## src/hw/rtl/b64e_pkg.sv

```systemverilog
package b64e_pkg;

    // Register indexes on the config port
    localparam logic [1:0] CFG_CHAR_62 = 2'd0;
    localparam logic [1:0] CFG_CHAR_63 = 2'd1;
    localparam logic [1:0] CFG_PAD     = 2'd2;

    localparam logic [7:0] RST_CHAR_62 = 8'd43;  // '+'
    localparam logic [7:0] RST_CHAR_63 = 8'd47;  // '/'
    localparam logic [7:0] RST_PAD     = 8'd61;  // '='

    // Up to four output characters per input byte
    localparam int MAX_TOK = 4;

    // Position within the current three-byte group
    typedef enum logic [2:0] {
        PH_0 = 3'b001,
        PH_1 = 3'b010,
        PH_2 = 3'b100
    } t_phase;

    // One output character before mapping: a sextet or a pad
    typedef struct packed {
        logic       pad;
        logic [5:0] sext;
    } t_tok;

    // Everything one input byte produces
    typedef struct packed {
        t_tok [MAX_TOK-1:0] toks;
        logic [1:0]         last_idx;
        logic               msg_end;
    } t_entry;

    // Standard alphabet for 0..61, config characters for 62 and 63
    function automatic logic [7:0] sext_to_char(
        input logic [5:0] v,
        input logic [7:0] c62,
        input logic [7:0] c63
    );
        logic [7:0] ch;
        begin
            if (v == 6'd62) begin
                ch = c62;
            end else if (v == 6'd63) begin
                ch = c63;
            end else if (v < 6'd26) begin
                ch = 8'd65 + {2'b00, v};
            end else if (v < 6'd52) begin
                ch = 8'd71 + {2'b00, v};        // 'a' - 26
            end else begin
                ch = {2'b00, v} - 8'd4;         // '0' - 52
            end
            return ch;
        end
    endfunction

endpackage

```

## src/hw/rtl/b64e_front.sv

```systemverilog
// Splits each byte into sextets and pads, tracks group phase and leftover bits
module b64e_front (
    input  logic                i_clk,
    input  logic                i_rst_n,
    input  logic                i_accept,
    input  logic [7:0]          i_byte,
    input  logic                i_final,
    output b64e_pkg::t_entry    o_entry
);

    b64e_pkg::t_phase r_phase, n_phase;
    logic [3:0]       r_held, n_held;
    b64e_pkg::t_entry w_entry;

    localparam b64e_pkg::t_tok TOK_PAD = '{pad: 1'b1, sext: 6'd0};

    // Classify the byte against the current phase
    always_comb begin
        w_entry          = '0;
        w_entry.msg_end  = i_final;
        n_phase          = r_phase;
        n_held           = r_held;
        case (r_phase)
            b64e_pkg::PH_1: begin
                w_entry.toks[0] = '{pad: 1'b0, sext: {r_held[1:0], i_byte[7:4]}};
                w_entry.toks[1] = '{pad: 1'b0, sext: {i_byte[3:0], 2'b00}};
                w_entry.toks[2] = TOK_PAD;
                w_entry.last_idx = i_final ? 2'd2 : 2'd0;
                n_phase = b64e_pkg::PH_2;
                n_held  = i_byte[3:0];
            end
            b64e_pkg::PH_2: begin
                w_entry.toks[0] = '{pad: 1'b0, sext: {r_held, i_byte[7:6]}};
                w_entry.toks[1] = '{pad: 1'b0, sext: i_byte[5:0]};
                w_entry.last_idx = 2'd1;
                n_phase = b64e_pkg::PH_0;
                n_held  = 4'd0;
            end
            default: begin
                w_entry.toks[0] = '{pad: 1'b0, sext: i_byte[7:2]};
                w_entry.toks[1] = '{pad: 1'b0, sext: {i_byte[1:0], 4'b0000}};
                w_entry.toks[2] = TOK_PAD;
                w_entry.toks[3] = TOK_PAD;
                w_entry.last_idx = i_final ? 2'd3 : 2'd0;
                n_phase = b64e_pkg::PH_1;
                n_held  = {2'b00, i_byte[1:0]};
            end
        endcase
        // Final byte starts a new message
        if (i_final) begin
            n_phase = b64e_pkg::PH_0;
            n_held  = 4'd0;
        end
    end

    assign o_entry = w_entry;

    always_ff @(posedge i_clk) begin
        if (!i_rst_n) begin
            r_phase <= b64e_pkg::PH_0;
            r_held  <= 4'd0;
        end else if (i_accept) begin
            r_phase <= n_phase;
            r_held  <= n_held;
        end
    end

endmodule

```

## src/hw/rtl/b64e_queue.sv

```systemverilog
// Small queue of classified entries between front and back
module b64e_queue #(
    parameter int DEPTH = 2
) (
    input  logic                i_clk,
    input  logic                i_rst_n,
    input  logic                i_push,
    input  b64e_pkg::t_entry    i_entry,
    output logic                o_full,
    input  logic                i_pop,
    output logic                o_empty,
    output b64e_pkg::t_entry    o_entry
);

    localparam int AW = (DEPTH > 1) ? $clog2(DEPTH) : 1;
    localparam int CW = $clog2(DEPTH + 1);
    localparam logic [AW-1:0] LAST_PTR = AW'(DEPTH - 1);
    localparam logic [CW-1:0] FULL_CNT = CW'(DEPTH);

    b64e_pkg::t_entry r_mem [DEPTH];
    logic [AW-1:0]    r_wr_ptr, r_rd_ptr;
    logic [CW-1:0]    r_count;
    logic             w_push, w_pop;

    assign o_full  = (r_count == FULL_CNT);
    assign o_empty = (r_count == '0);
    assign w_push  = i_push && !o_full;
    assign w_pop   = i_pop && !o_empty;
    assign o_entry = r_mem[r_rd_ptr];

    // Storage
    always_ff @(posedge i_clk) begin
        if (w_push) begin
            r_mem[r_wr_ptr] <= i_entry;
        end
    end

    // Pointers and fill count
    always_ff @(posedge i_clk) begin
        if (!i_rst_n) begin
            r_wr_ptr <= '0;
            r_rd_ptr <= '0;
            r_count  <= '0;
        end else begin
            if (w_push) begin
                r_wr_ptr <= (r_wr_ptr == LAST_PTR) ? '0 : r_wr_ptr + 1'b1;
            end
            if (w_pop) begin
                r_rd_ptr <= (r_rd_ptr == LAST_PTR) ? '0 : r_rd_ptr + 1'b1;
            end
            if (w_push && !w_pop) begin
                r_count <= r_count + 1'b1;
            end else if (w_pop && !w_push) begin
                r_count <= r_count - 1'b1;
            end
        end
    end

endmodule

```

## src/hw/rtl/b64e_back.sv

```systemverilog
// Walks entries one character per unstalled cycle to the output reg
module b64e_back (
    input  logic                i_clk,
    input  logic                i_rst_n,
    input  logic                i_q_empty,
    input  b64e_pkg::t_entry    i_q_entry,
    output logic                o_q_pop,
    input  logic [7:0]          i_char_62,
    input  logic [7:0]          i_char_63,
    input  logic [7:0]          i_pad_char,
    output logic                o_valid,
    input  logic                i_ready,
    output logic [7:0]          o_char,
    output logic                o_run_last,
    output logic                o_msg_end
);

    b64e_pkg::t_entry r_ent;
    logic             r_busy;
    logic [1:0]       r_idx;
    logic             r_ovalid;
    logic [7:0]       r_ochar;
    logic             r_olast;
    logic             r_oend;

    logic             w_adv, w_at_last, w_load;
    b64e_pkg::t_tok   w_tok;
    logic [7:0]       w_char;

    assign w_adv     = !r_ovalid || i_ready;
    assign w_at_last = (r_idx == r_ent.last_idx);
    assign w_load    = !r_busy || (w_adv && w_at_last);
    assign o_q_pop   = w_load && !i_q_empty;

    // Map current token to a character
    assign w_tok  = r_ent.toks[r_idx];
    assign w_char = w_tok.pad ? i_pad_char
                              : b64e_pkg::sext_to_char(w_tok.sext, i_char_62, i_char_63);

    // Current entry and position
    always_ff @(posedge i_clk) begin
        if (!i_rst_n) begin
            r_busy <= 1'b0;
            r_idx  <= 2'd0;
        end else if (w_load) begin
            r_busy <= !i_q_empty;
            r_idx  <= 2'd0;
        end else if (w_adv) begin
            r_idx  <= r_idx + 2'd1;
        end
    end

    always_ff @(posedge i_clk) begin
        if (o_q_pop) begin
            r_ent <= i_q_entry;
        end
    end

    // Output register
    always_ff @(posedge i_clk) begin
        if (!i_rst_n) begin
            r_ovalid <= 1'b0;
        end else if (w_adv) begin
            r_ovalid <= r_busy;
        end
    end

    always_ff @(posedge i_clk) begin
        if (w_adv && r_busy) begin
            r_ochar <= w_char;
            r_olast <= w_at_last;
            r_oend  <= w_at_last && r_ent.msg_end;
        end
    end

    assign o_valid    = r_ovalid;
    assign o_char     = r_ochar;
    assign o_run_last = r_olast;
    assign o_msg_end  = r_oend;

endmodule

```

## src/hw/rtl/base64_stream_encoder_top.sv

```systemverilog
// An input beat passes the entry queue, entry register and output register to the
// output. One character per cycle while the receiver is ready; a byte yields 1, 2
// or (when final) 3-4 characters, so the single output port bounds the byte rate.
// Input is taken every cycle while the entry queue has room.
// Reset (i_rst_n low, synchronous) empties the queue and output, returns the group
// phase to the start and sets the characters to '+', '/' and '='.
module base64_stream_encoder_top #(
    parameter int QUEUE_DEPTH = 2
) (
    input  logic        i_clk,
    input  logic        i_rst_n,
    // input stream
    input  logic        s_axis_tvalid,
    output logic        s_axis_tready,
    input  logic [7:0]  s_axis_tdata,   // [7:0] data_byte
    input  logic        s_axis_tlast,   // is_final
    // output stream
    output logic        m_axis_tvalid,
    input  logic        m_axis_tready,
    output logic [7:0]  m_axis_tdata,   // [7:0] text_char
    output logic        m_axis_tuser,   // [0] run_last
    output logic        m_axis_tlast,   // message_end
    // config writes
    input  logic        i_cfg_valid,
    output logic        o_cfg_ready,
    input  logic [1:0]  i_cfg_index,
    input  logic [7:0]  i_cfg_data
);

    logic [7:0]       r_char_62, r_char_63, r_pad;
    b64e_pkg::t_entry w_front_entry, w_q_entry;
    logic             w_q_full, w_q_empty, w_q_pop, w_in_acc;

    // Config registers
    assign o_cfg_ready = 1'b1;

    always_ff @(posedge i_clk) begin
        if (!i_rst_n) begin
            r_char_62 <= b64e_pkg::RST_CHAR_62;
            r_char_63 <= b64e_pkg::RST_CHAR_63;
            r_pad     <= b64e_pkg::RST_PAD;
        end else if (i_cfg_valid) begin
            case (i_cfg_index)
                b64e_pkg::CFG_CHAR_62: r_char_62 <= i_cfg_data;
                b64e_pkg::CFG_CHAR_63: r_char_63 <= i_cfg_data;
                b64e_pkg::CFG_PAD:     r_pad     <= i_cfg_data;
                default: ;
            endcase
        end
    end

    assign s_axis_tready = !w_q_full;
    assign w_in_acc      = s_axis_tvalid && s_axis_tready;

    b64e_front u_front (
        .i_clk    (i_clk),
        .i_rst_n  (i_rst_n),
        .i_accept (w_in_acc),
        .i_byte   (s_axis_tdata),
        .i_final  (s_axis_tlast),
        .o_entry  (w_front_entry)
    );

    b64e_queue #(
        .DEPTH (QUEUE_DEPTH)
    ) u_queue (
        .i_clk   (i_clk),
        .i_rst_n (i_rst_n),
        .i_push  (w_in_acc),
        .i_entry (w_front_entry),
        .o_full  (w_q_full),
        .i_pop   (w_q_pop),
        .o_empty (w_q_empty),
        .o_entry (w_q_entry)
    );

    b64e_back u_back (
        .i_clk      (i_clk),
        .i_rst_n    (i_rst_n),
        .i_q_empty  (w_q_empty),
        .i_q_entry  (w_q_entry),
        .o_q_pop    (w_q_pop),
        .i_char_62  (r_char_62),
        .i_char_63  (r_char_63),
        .i_pad_char (r_pad),
        .o_valid    (m_axis_tvalid),
        .i_ready    (m_axis_tready),
        .o_char     (m_axis_tdata),
        .o_run_last (m_axis_tuser),
        .o_msg_end  (m_axis_tlast)
    );

endmodule

```

## config.mk

```make
export PLATFORM = sky130hd
export DESIGN_NAME = base64_stream_encoder_top
export DESIGN_NICKNAME = d
export VERILOG_FILES = /design/src/hw/rtl/b64e_pkg.sv /design/src/hw/rtl/b64e_front.sv /design/src/hw/rtl/b64e_queue.sv /design/src/hw/rtl/b64e_back.sv /design/src/hw/rtl/base64_stream_encoder_top.sv
export SDC_FILE = /design/constraint.sdc
export NUM_CORES = 1
export LEC_CHECK = 0
export BUFFER_PORTS_ARGS = -buffer_cell sky130_fd_sc_hd__buf_2
export CORE_ASPECT_RATIO = 0.5
export CORE_MARGIN = 1
export CORE_UTILIZATION = 65
export CTS_BUF_LIST = sky130_fd_sc_hd__clkbuf_4
export CTS_CLUSTER_SIZE = 16
export DETAILED_ROUTE_END_ITERATION = 10
export PLACE_DENSITY = 0.86
export SETUP_SLACK_MARGIN = 0.1
export SLEW_MARGIN = 20
export SYNTH_ARGS = -nofsm -noshare
export SYNTH_HDL_FRONTEND = slang
export SYNTH_SLANG_ARGS = --single-unit
```

## constraint.sdc

```tcl
create_clock -name i_clk -period 6.6 [get_ports i_clk]
set_clock_uncertainty 0.1 [all_clocks]
set_input_delay 0.33 -clock i_clk [delete_from_list [all_inputs] [get_ports i_clk]]
set_output_delay 0.33 -clock i_clk [all_outputs]
set_load 0.03 [all_outputs]
```

==> impl_metrics.ini <==
[yosys]
synthCells = 407
synth_top_cells_by_area = edfxtp_1 (40%), dfxtp_1 (17%), nand2_1 (5.8%)
ys_warn_count = 0
yosysMostFrequentCell = nand2_1
async_reset_ff_share_pct = 0
yosys.cell_types.count = 58
synth_area_mm2 = 0.004589
synthFlopType = edfxtp_1
syn_nets = 438
syn_area_per_cell_um2 = 11.28
ys_top_cells_by_count = nand2_1 (71), edfxtp_1 (61), dfxtp_1 (39)
synth-edff-count = 61
ys_ff_latch = 100
synth_top_area_share_pct = 39.91
synth-seq-area-share_pct = 56.92
yosys.area.top_type = edfxtp_1

[setup_path]
startpoint_type = register
worstPathArrival_ps = 3480
end_kind = register
r2r_end = u_queue.r_count[1]$_SDFFE_PN0P_
r2r_start = u_back.r_idx[0]$_SDFFE_PP0N_
slowest_delay_ps = 840
worstPathRequired_ps = 6880
worst_path_max_delay_cell = dfxtp_1
rr_worst_depth = 7
cp-startpoint = u_back.r_idx[0]$_SDFFE_PP0N_
worst-path-max-fanout = 19
rrSetupSlack_ps = 3400
cp_cell_sequence = xor2_1 -> o31ai_1 -> o21a_1 -> inv_1 -> ha_1 -> or3_1 -> a21boi_0
setup.worst_path.end = u_queue.r_count[1]$_SDFFE_PN0P_
path_class = reg2reg

[floorplan]
io_pins = 37
die_w_um = 120.8
design.die.area_mm2 = 0.007421
row_count = 21
coreArea_mm2 = 0.006753
start_util_pct = 67.96
fp.dieH_um = 61.42

[drt]
drt_iter0_drc = 235
routed_via_density = 5.931
dr_total_vias = 3203
drt-total-wl_mm = 8.750
first_pass_iters = 4
remaining_drc_errors = 0
wl_per_cell_um = 16.20
ant_nets = 0

[place]
dp_hpwl_mm = 6.112
io_buffers = 35
gp_congestion = 0.8937
dpl_cell_area_mm2 = 0.004795

[grt]
grt_busiest_layer = met2
grt_antenna_before_repair = 0
grt_pass1_vias = 2981
grt-ovfl-total = 0
grt_use_met3_pct = 6.389
grtUsageMet1_pct = 30.85
grt_pass1_wl_mm = 14.00
grtUsageMet2_pct = 44.41
grtUsageTotal_pct = 25.14
grt_max_degree = 39

[pwr]
cellPowerDensity_mw_per_mm2 = 404.8
p_leak_uw = 0.001867
vdd_ir_drop_max_uv = 163.4

[sta]
fmaxAchievable_mhz = 312.2
tightest_slew_ps = 938.0
hold_viol_final = 0
final-setup-viol-count = 0
fin_setup_tns_ps = 0
holdWs_ps = 39.78
rsz0062_at_grt = no
slew_headroom_pct = 37.19
period_minus_slack_ps = 3203
period_share_pct = 48.53
slew_viol_final = 0

[clock_network]
cts_tree = yes
cts.clk_slew.worst_paths_ps = 150
root_buffer = clkbuf_4
cts_max_path_buffers = 2
numCtsBuffers = 9
clkLatencyLatePin_ps = 460
htree_levels = 3
cts.sinks = 100

[layout]
num-fill-cells = 456
drive_gt1_share_pct = 18.97
final_area_mm2 = 0.005045
fin_nets = 474
area_delta_synth_final_pct = 9.924
diodes = 0

[run]
drv_cap = 0

[min_path]
hold_class = in2reg

[run_status]
status = completed
## layer usage
layer / wire length, um / up-vias
met1: 3975 / 1567
met3: 407 / 21
li1: - / 1530
met4: 164 / 0
met5: 0 / -
met2: 4203 / 85
## how the worst min path moves through the flow
stage | start | end | slack [ps] | cells after the start
3_5_place_dp | r_pad[2]$_SDFFE_PN1P_ | r_pad[2]$_SDFFE_PN1P_ | 360 | 2
5_1_grt | i_cfg_data[6] | r_pad[6]$_SDFFE_PN0P_ | 30 | 3
3_3_place_gp | r_pad[6]$_SDFFE_PN0P_ | r_pad[6]$_SDFFE_PN0P_ | 350 | 2
6_report | i_cfg_data[6] | r_pad[6]$_SDFFE_PN0P_ | 40 | 3
4_1_cts | i_cfg_data[6] | r_pad[6]$_SDFFE_PN0P_ | 10 | 3
2_1_floorplan | s_axis_tlast | u_queue.r_mem[0][0]$_DFFE_PP_ | 330 | 0
## what timing repair did
action | in CTS | in global routing
resized for setup | 0 | 0
endpoints found under the hold margin | 13 | 0
setup buffers | 0 | 0
setup endpoints to repair | 0 | 0
hold buffers | 7 | 0
## critical path: cells and delay by family (launching register included)
family / cells / cell delay, ps
adders and majority gates: 1 / 350
and+or+nand+nor: 1 / 380
DFF: 1 / 840
AOI/OAI and AO/OA: 3 / 1190
buffers and inverters: 1 / 110
xor gates and xnor gates: 1 / 170
## report_power, final
part	total [uW]	leakage, uW	switching, uW	internal [uW]
sequential	931	0.000878	88.8	842
clock	382	0.0000963	215	167
combinational	729	0.000892	427	302
## area by class of cell
cell class / instances / area (um^2) / area share (%)
Multi-Input combinational cell: 276 / 1828 / 36.24
Clock inverter: 6 / 105.1 / 2.083
Inverter: 11 / 41.29 / 0.8185
Clock buffer: 10 / 75.07 / 1.488
Timing Repair Buffer: 45 / 267.8 / 5.308
Sequential cell: 100 / 2613 / 51.79
Tap cell: 92 / 115.1 / 2.282
## flip-flops by register name, summed over array words and instances (netlist names)
name,count
u_back.o_valid,1
r_char_63,8
u_back.r_busy,1
u_queue.r_rd_ptr,1
u_queue.r_wr_ptr,1
u_back.r_ent,17
u_queue.r_count,2
u_back.o_run_last,1
u_back.o_msg_end,1
u_back.o_char,8
u_back.r_idx,2
u_front.r_held,4
u_front.r_phase,3
r_char_62,8
r_pad,8
u_queue.r_mem,34
## cell families after synthesis
group                    share of synthesized area [%]
AO/OA/AOI/OAI                                    11.10
XOR/XNOR                                         1.718
adder cells (fa/ha/maj)                          1.908
buffers and inverters                            3.244
flip-flops                                       56.92
multiplexers                                     8.451
other                                          0.08171
AND/OR/NAND/NOR                                  16.58
## metrics by stage
step / worst slack [ps] / instances / power [uW] / util, %
after floorplan: 3998 / 407 / 1507 / -
after global placement: 3648 / 517 / 1631 / 71.00
after detailed placement: 3445 / 517 / 1658 / 71.00
after CTS: 3386 / 540 / 2041 / 74.71
after global routing: 3097 / 540 / 2148 / 74.71
final: 3397 / 540 / 2042 / 74.71
## cells in the final DEF, fill, tap and decap left out, types with 3 or more instances in the layout
| master | n |
|---|---|
| buf_2 | 35 |
| xor2_1 | 6 |
| nand3_1 | 20 |
| a21boi_0 | 13 |
| a31oi_1 | 3 |
| edfxtp_1 | 61 |
| clkbuf_4 | 10 |
| and3_1 | 3 |
| a21oi_1 | 12 |
| o21ai_1 | 3 |
| mux2i_1 | 14 |
| buf_4 | 3 |
| nand2_1 | 71 |
| nor3b_1 | 3 |
| ha_1 | 7 |
| dlygate4sd3_1 | 7 |
| nor2b_1 | 8 |
| nand3b_1 | 3 |
| xnor2_1 | 3 |
| a22oi_1 | 9 |
| and2_1 | 8 |
| nand2b_1 | 5 |
| dfxtp_1 | 39 |
| nor2_1 | 15 |
| mux2_2 | 18 |
| o21ai_0 | 10 |
| inv_1 | 11 |
| or3_1 | 3 |
| o21a_1 | 3 |
(Power assumes the default switching activity.)
